**src/rtl/sfcc_pkg.sv**
```systemverilog
`timescale 1ns / 1ps

package sfcc_pkg;

    localparam logic [7:0] CRC_INIT = 8'hFF;
    localparam logic [7:0] CRC_POLY = 8'h31;

    // Scaling by 267/1000 and 153/1000 is done as a multiply by a rounded-up
    // reciprocal and a right shift; with a 27-bit shift the error stays below
    // one thousandth for every 16-bit word, so the floor is exact.
    localparam int SCALE_SHIFT = 27;
    localparam int WORD_W = 16;
    localparam int TEMP_MAG_W = 26;
    localparam int HUM_MAG_W = 25;
    localparam logic [TEMP_MAG_W-1:0] TEMP_MAG = 26'd35836134;
    localparam logic [HUM_MAG_W-1:0] HUM_MAG = 25'd20535313;
    localparam int TEMP_PROD_W = WORD_W + TEMP_MAG_W;
    localparam int HUM_PROD_W = WORD_W + HUM_MAG_W;
    localparam int TEMP_W = 15;
    localparam int HUM_W = 14;
    localparam logic [TEMP_W:0] TEMP_OFFSET = 16'd4500;

    typedef enum logic [2:0] {
        POS_T_HI  = 3'd0,
        POS_T_LO  = 3'd1,
        POS_T_CRC = 3'd2,
        POS_H_HI  = 3'd3,
        POS_H_LO  = 3'd4,
        POS_H_CRC = 3'd5
    } pos_t;

    typedef enum logic [1:0] {
        STATUS_OK       = 2'd0,
        STATUS_TEMP_CRC = 2'd1,
        STATUS_HUM_CRC  = 2'd2
    } status_t;

    typedef struct packed {
        logic              fire;
        status_t           status;
        logic [WORD_W-1:0] temp_word;
        logic [WORD_W-1:0] hum_word;
    } frame_res_t;

endpackage

```
**src/rtl/sfcc_crc8.sv**
```systemverilog
`timescale 1ns / 1ps

// One byte of CRC-8, polynomial 0x31, MSB first, unrolled over the eight bits.
module sfcc_crc8
(
    input  logic [7:0] crc_in,
    input  logic [7:0] data,
    output logic [7:0] crc_out
);

    always_comb
    begin
        logic [7:0] c;
        c = crc_in ^ data;
        for (int k = 0; k < 8; k++)
        begin
            if (c[7])
            begin
                c = {c[6:0], 1'b0} ^ sfcc_pkg::CRC_POLY;
            end
            else
            begin
                c = {c[6:0], 1'b0};
            end
        end
        crc_out = c;
    end

endmodule

```
**src/rtl/sfcc_frame.sv**
```systemverilog
`timescale 1ns / 1ps

// Byte sequencer: tracks the position in the frame, runs the CRC and
// collects the two words. Reports a finished frame on the last byte's beat.
module sfcc_frame
(
    input  logic                clk,
    input  logic                rst_n,
    input  logic                beat,
    input  logic [7:0]          frame_byte,
    input  logic                frame_start,
    output sfcc_pkg::frame_res_t res
);

    sfcc_pkg::pos_t pos_reg, pos_next, pos_eff;
    logic [7:0]  running_crc_reg, running_crc_next;
    logic [15:0] word_buffer_reg, word_buffer_next;
    logic [15:0] temperature_word_reg, temperature_word_next;
    logic        temperature_bad_reg, temperature_bad_next;
    logic [7:0]  crc_seed, crc_out;

    sfcc_crc8 u_crc8
    (
        .crc_in  (crc_seed),
        .data    (frame_byte),
        .crc_out (crc_out)
    );

    always_ff @(posedge clk or negedge rst_n)
    begin
        if (!rst_n)
        begin
            pos_reg              <= sfcc_pkg::POS_T_HI;
            running_crc_reg      <= sfcc_pkg::CRC_INIT;
            word_buffer_reg      <= '0;
            temperature_word_reg <= '0;
            temperature_bad_reg  <= 1'b0;
        end
        else
        begin
            pos_reg              <= pos_next;
            running_crc_reg      <= running_crc_next;
            word_buffer_reg      <= word_buffer_next;
            temperature_word_reg <= temperature_word_next;
            temperature_bad_reg  <= temperature_bad_next;
        end
    end

    always_comb
    begin
        pos_eff = frame_start ? sfcc_pkg::POS_T_HI : pos_reg;

        // Only the low byte of a word continues a running CRC.
        if (pos_eff == sfcc_pkg::POS_T_LO || pos_eff == sfcc_pkg::POS_H_LO)
        begin
            crc_seed = running_crc_reg;
        end
        else
        begin
            crc_seed = sfcc_pkg::CRC_INIT;
        end

        pos_next              = pos_reg;
        running_crc_next      = running_crc_reg;
        word_buffer_next      = word_buffer_reg;
        temperature_word_next = temperature_word_reg;
        temperature_bad_next  = temperature_bad_reg;

        res.fire      = 1'b0;
        res.temp_word = temperature_word_reg;
        res.hum_word  = word_buffer_reg;
        if (temperature_bad_reg)
        begin
            res.status = sfcc_pkg::STATUS_TEMP_CRC;
        end
        else if (running_crc_reg != frame_byte)
        begin
            res.status = sfcc_pkg::STATUS_HUM_CRC;
        end
        else
        begin
            res.status = sfcc_pkg::STATUS_OK;
        end

        if (beat)
        begin
            unique case (pos_eff) inside
                sfcc_pkg::POS_T_LO, sfcc_pkg::POS_H_LO:
                begin
                    running_crc_next = crc_out;
                    word_buffer_next = {word_buffer_reg[15:8], frame_byte};
                    pos_next = (pos_eff == sfcc_pkg::POS_H_LO) ? sfcc_pkg::POS_H_CRC
                                                               : sfcc_pkg::POS_T_CRC;
                end
                sfcc_pkg::POS_T_CRC:
                begin
                    temperature_bad_next  = (running_crc_reg != frame_byte);
                    temperature_word_next = word_buffer_reg;
                    running_crc_next      = sfcc_pkg::CRC_INIT;
                    pos_next              = sfcc_pkg::POS_H_HI;
                end
                sfcc_pkg::POS_H_CRC:
                begin
                    res.fire         = 1'b1;
                    running_crc_next = sfcc_pkg::CRC_INIT;
                    pos_next         = sfcc_pkg::POS_T_HI;
                end
                default:
                begin
                    // High byte of either word; unused codes act as the first byte.
                    running_crc_next = crc_out;
                    word_buffer_next = {frame_byte, 8'h00};
                    pos_next = (pos_eff == sfcc_pkg::POS_H_HI) ? sfcc_pkg::POS_H_LO
                                                               : sfcc_pkg::POS_T_LO;
                end
            endcase
        end
    end

endmodule

```
**src/rtl/sfcc_scale.sv**
```systemverilog
`timescale 1ns / 1ps

// Converts the finished frame's words to centi-units and holds the result
// in the output register until it is taken.
module sfcc_scale
(
    input  logic                         clk,
    input  logic                         rst_n,
    input  sfcc_pkg::frame_res_t         res,
    input  logic                         out_ready,
    output logic                         out_valid,
    output logic signed [sfcc_pkg::TEMP_W-1:0] temperature_centi,
    output logic [sfcc_pkg::HUM_W-1:0]   humidity_centi,
    output logic [1:0]                   frame_status
);

    logic [sfcc_pkg::TEMP_PROD_W-1:0] temp_prod;
    logic [sfcc_pkg::HUM_PROD_W-1:0]  hum_prod;
    logic [sfcc_pkg::TEMP_W:0]        temp_wide;
    logic                             out_valid_reg, out_valid_next;
    logic [sfcc_pkg::TEMP_W-1:0]      temp_reg, temp_next;
    logic [sfcc_pkg::HUM_W-1:0]       hum_reg, hum_next;
    logic [1:0]                       status_reg, status_next;

    assign temp_prod = sfcc_pkg::TEMP_PROD_W'(res.temp_word)
                     * sfcc_pkg::TEMP_PROD_W'(sfcc_pkg::TEMP_MAG);
    assign hum_prod  = sfcc_pkg::HUM_PROD_W'(res.hum_word)
                     * sfcc_pkg::HUM_PROD_W'(sfcc_pkg::HUM_MAG);

    always_comb
    begin
        temp_wide = {1'b0, temp_prod[sfcc_pkg::SCALE_SHIFT +: sfcc_pkg::TEMP_W]}
                  - sfcc_pkg::TEMP_OFFSET;
        temp_next   = temp_wide[sfcc_pkg::TEMP_W-1:0];
        hum_next    = hum_prod[sfcc_pkg::SCALE_SHIFT +: sfcc_pkg::HUM_W];
        status_next = res.status;

        if (res.fire)
        begin
            out_valid_next = 1'b1;
        end
        else if (out_ready)
        begin
            out_valid_next = 1'b0;
        end
        else
        begin
            out_valid_next = out_valid_reg;
        end
    end

    always_ff @(posedge clk or negedge rst_n)
    begin
        if (!rst_n)
        begin
            out_valid_reg <= 1'b0;
        end
        else
        begin
            out_valid_reg <= out_valid_next;
        end
    end

    always_ff @(posedge clk)
    begin
        if (res.fire)
        begin
            temp_reg   <= temp_next;
            hum_reg    <= hum_next;
            status_reg <= status_next;
        end
    end

    assign out_valid         = out_valid_reg;
    assign temperature_centi = temp_reg;
    assign humidity_centi    = hum_reg;
    assign frame_status      = status_reg;

endmodule

```
**src/rtl/sensor_frame_crc_convert.sv**
```systemverilog
`timescale 1ns / 1ps

// Checks and converts six-byte temperature/humidity frames (temperature word,
// its CRC-8, humidity word, its CRC-8; CRC polynomial 0x31, seed 0xFF per word).
// One byte is taken per beat, one every clock cycle, whenever the output register
// is empty or its result is taken in the same cycle; while a result waits at the
// output with out_ready low, every byte is held off until the result is taken.
// The result of a frame appears in the cycle after its sixth byte, from a single
// result register fed by one constant multiply per value. frame_start forces the
// byte to be treated as the first of a frame; without it, frames run back to
// back. A temperature CRC error is reported in preference to a humidity CRC
// error, and both values are always converted.
module sensor_frame_crc_convert
(
    input  logic                                clk,
    input  logic                                rst_n,
    input  logic                                in_valid,
    output logic                                in_ready,
    input  logic [7:0]                          frame_byte,
    input  logic                                frame_start,
    output logic                                out_valid,
    input  logic                                out_ready,
    output logic signed [sfcc_pkg::TEMP_W-1:0]  temperature_centi,
    output logic [sfcc_pkg::HUM_W-1:0]          humidity_centi,
    output logic [1:0]                          frame_status
);

    sfcc_pkg::frame_res_t frame_res;
    logic                 beat;

    // Only a last byte can produce a result, but gating on that would put the
    // byte into the ready path; stalling any byte while the output is full is enough.
    assign in_ready = !out_valid || out_ready;
    assign beat     = in_valid && in_ready;

    sfcc_frame u_frame
    (
        .clk         (clk),
        .rst_n       (rst_n),
        .beat        (beat),
        .frame_byte  (frame_byte),
        .frame_start (frame_start),
        .res         (frame_res)
    );

    sfcc_scale u_scale
    (
        .clk               (clk),
        .rst_n             (rst_n),
        .res               (frame_res),
        .out_ready         (out_ready),
        .out_valid         (out_valid),
        .temperature_centi (temperature_centi),
        .humidity_centi    (humidity_centi),
        .frame_status      (frame_status)
    );

endmodule

```
**config.mk**
```make
export PLATFORM = sky130hd
export DESIGN_NAME = sensor_frame_crc_convert
export DESIGN_NICKNAME = d
export VERILOG_FILES = /design/src/rtl/sfcc_pkg.sv /design/src/rtl/sfcc_crc8.sv /design/src/rtl/sfcc_frame.sv /design/src/rtl/sfcc_scale.sv /design/src/rtl/sensor_frame_crc_convert.sv
export SDC_FILE = /design/constraint.sdc
export NUM_CORES = 1
export LEC_CHECK = 0
export ABC_AREA = 1
export BUFFER_PORTS_ARGS = -buffer_cell sky130_fd_sc_hd__clkbuf_2
export CORE_MARGIN = 2
export CORE_UTILIZATION = 55
export DETAILED_ROUTE_END_ITERATION = 8
export MAX_ROUTING_LAYER = met4
export PLACE_DENSITY = 0.72
export SYNTH_ARGS = -nofsm -noshare
export SYNTH_HDL_FRONTEND = slang
export SYNTH_HIERARCHICAL = 1
export SYNTH_SLANG_ARGS = --single-unit
```
**constraint.sdc**
```tcl
create_clock -name clk -period 7.4 [get_ports clk]
set_input_delay 0.37 -clock clk [delete_from_list [all_inputs] [get_ports clk]]
set_output_delay 0.37 -clock clk [all_outputs]
set_load 0.02 [all_outputs]
```
==> metrics.txt <==
status complete, no violations; CP startpoint kind flop; ant diodes 0; clk_skew 18.8 ps; Worst Setup Path Type reg2reg; TritonCTS Buffers 9; cell area after layout 17,100 µm²; Synth area leaders ha_1, fa_1, inv_1; Area growth syn-to-layout 6.01%; Die ar. 30,700 µm²; remaining antenna violation count 0; Die W 175 µm; max-cap viol count 0; routed len/inst 16.6 µm; pre-CTS setup slack 1270 ps; Unique masters post-synth 49; Post-synth EDFFs 31; global-route wire length before repair 65,600 µm; fin crit period 6150 ps; max incr delay on CP 580 ps; Clk Latency, worst-skew pair 360 ps; Post-route DRC 0; post-synth top area cell ha_1; die height 175 µm; CTS tree yes; routability cong. 0.986; GRT Total Usage 28.2%; Yosys reg bits 76; Via-to-Cell Ratio 5.30; share of the core filled with cells 59.3%; Critical-path top delay cell dfrtp_1; max-slew violation count 0; Placed Area 16,800 µm²; grt total ovfl 0; largest net degree at the start of global routing 46; cts hold-fix bufs 0; DRT iter0 DRCs 919; Root Driver clkbuf_16; CP endpoint kind flop; Core ar. 28,800 µm²; Slew headroom 25.6%; Most used DFF post-synth dfrtp_1; antenna violations before repair 0; Final HPWL DP 34,600 µm; H-tree depth 3; final worst setup slack 1250 ps; Syn Nets 2,527; final setup violation count 0; reg-to-reg slack, setup 1250 ps; top fanout value on the critical path 9; WL final 40,400 µm; port buffer count 45; Nets 2,574; Post-Syn Area 16,100 µm²; async set-or-reset flop fraction in the synthesized netlist 59.2%; fmax 163 MHz; # Post-CTS Setup Buffers 0; Seq/Total Area, Yosys 12.8%; fraction of layout cells with a size suffix above 1 7.22%; post_cts resized 0; WP data required 7530 ps; final hold viol count 0; register area 2070 µm²; fin crit share 83.1%; DRT Pass-1 Iters 5; Syn Inst Count 1,997; clock slew at reported path FFs 80 ps; row cnt 62; Worst Hold Class in2async; CP Data Arrival Time 6280 ps; CTS Sinks 76; unrepaired setup endpoints after global routing false; Yosys top cell area share 25.9%; TNS Setup 0 ps; via count 12,900; syn_area_per_cell 8.07 µm²; Multi-input gate area 12,200 µm²; vias in the first global route 12,800; worst-margin pin slew 1110 ps; IO Pins 46; fillers 2,606; warnings from Yosys 6; Clock Path Buffers 2; effective utilization at floorplan 56.0%
metal layers:
layer / GRT usage (%) / share of wire, % / up-vias
met2: 45.1 / 47 / 362
met3: 2.74 / 5.3 / 63
met4: 8.54 / 2.7 / 0
li1: - / - / 6296
met1: 38.3 / 46 / 6168
met5: - / 0 / -
final cells by class:
class / instances / area share (%)
repair buffers: 46 / 1.36
well taps: 384 / 2.81
flip-flops and latches: 76 / 12.1
clock buffers: 9 / 1.32
inverters: 471 / 10.4
clock inverters: 7 / 0.513
multi-input cells: 1440 / 71.5
cells in the mapped netlist (2+ instances only):
| master | number |
|---|---|
| a211oi_1 | 2 |
| a21o_1 | 3 |
| a21oi_1 | 66 |
| a21oi_2 | 3 |
| a31oi_1 | 4 |
| and2_1 | 2 |
| buf_2 | 4 |
| buf_4 | 4 |
| dfrtp_1 | 37 |
| dfstp_2 | 8 |
| edfxtp_1 | 31 |
| fa_1 | 184 |
| ha_1 | 333 |
| inv_1 | 464 |
| inv_2 | 7 |
| nand2_1 | 461 |
| nand2_2 | 20 |
| nand2_4 | 6 |
| nand3_1 | 78 |
| nand3_2 | 2 |
| nand3b_1 | 2 |
| nand4_1 | 16 |
| nor2_1 | 116 |
| nor2_2 | 12 |
| nor2_4 | 5 |
| nor3_1 | 12 |
| nor3_2 | 7 |
| nor4_1 | 2 |
| o21a_1 | 3 |
| o21ai_0 | 31 |
| o21ai_1 | 3 |
| o21bai_1 | 6 |
| or2_1 | 2 |
| or2_2 | 10 |
| xnor2_1 | 9 |
| xnor2_2 | 2 |
| xor2_1 | 28 |
per-stage QoR:
stage / std cells / hold slack [ps]
3_3_place_gp: 2417 / 485
5_1_grt: 2433 / 148
6_report: 2433 / 90.7
3_5_place_dp: 2417 / 498
4_1_cts: 2433 / 105
2_1_floorplan: 1997 / 74.4
kinds of logic after synthesis:
| group | Yosys count | share of synthesized area, % |
|---|---|---|
| AND/OR/NAND/NOR | 756 | 20.4 |
| adder cells (fa/ha/maj) | 517 | 48.7 |
| buffers and inverters | 481 | 11.4 |
| AO/OA/AOI/OAI | 128 | 4.47 |
| flip-flops | 76 | 12.8 |
| XOR/XNOR | 39 | 2.21 |
critical path: cells and delay by family, from the launching register on:
| kind | cells | cell delay [ps] |
|---|---|---|
| flip-flops | 1 | 580 |
| buffers and inverters | 6 | 460 |
| AO/OA/AOI/OAI | 1 | 120 |
| AND/OR/NAND/NOR | 13 | 1630 |
| adder cells (fa/ha/maj) | 8 | 3140 |
cells in the final DEF, fill, tap and decap left out, drive strengths merged, types with 2 or more instances in the layout:
master	n
nand2	487
inv	476
ha	333
fa	184
nor2	134
nand3	80
a21oi	70
clkbuf	54
dfrtp	37
o21ai	34
edfxtp	31
xor2	28
nor3	19
nand4	16
or2	12
xnor2	11
dfstp	8
o21bai	6
a31oi	4
o21a	3
a21o	3
nor4	3
a211oi	2
nand3b	2
and2	2
final timing paths:
check | from | end | cells after the start
worst min register to register | u_frame/running_crc_reg[0] | u_frame/running_crc_reg[0] | 2
worst min-delay path | rst_n | u_frame/pos_reg[0] | 2
min in group clk | out_ready | u_scale/out_valid | 2
worst max register to register | u_frame/temperature_word_reg[10] | u_scale/temperature_centi[14] | 28
worst max-delay path | u_frame/temperature_word_reg[10] | u_scale/temperature_centi[14] | 28
max in group asynchronous | rst_n | u_frame/temperature_word_reg[6] | 2
Power is not shown: default switching activity piles up to over one toggle a cycle in this logic, so the estimate is an artifact.
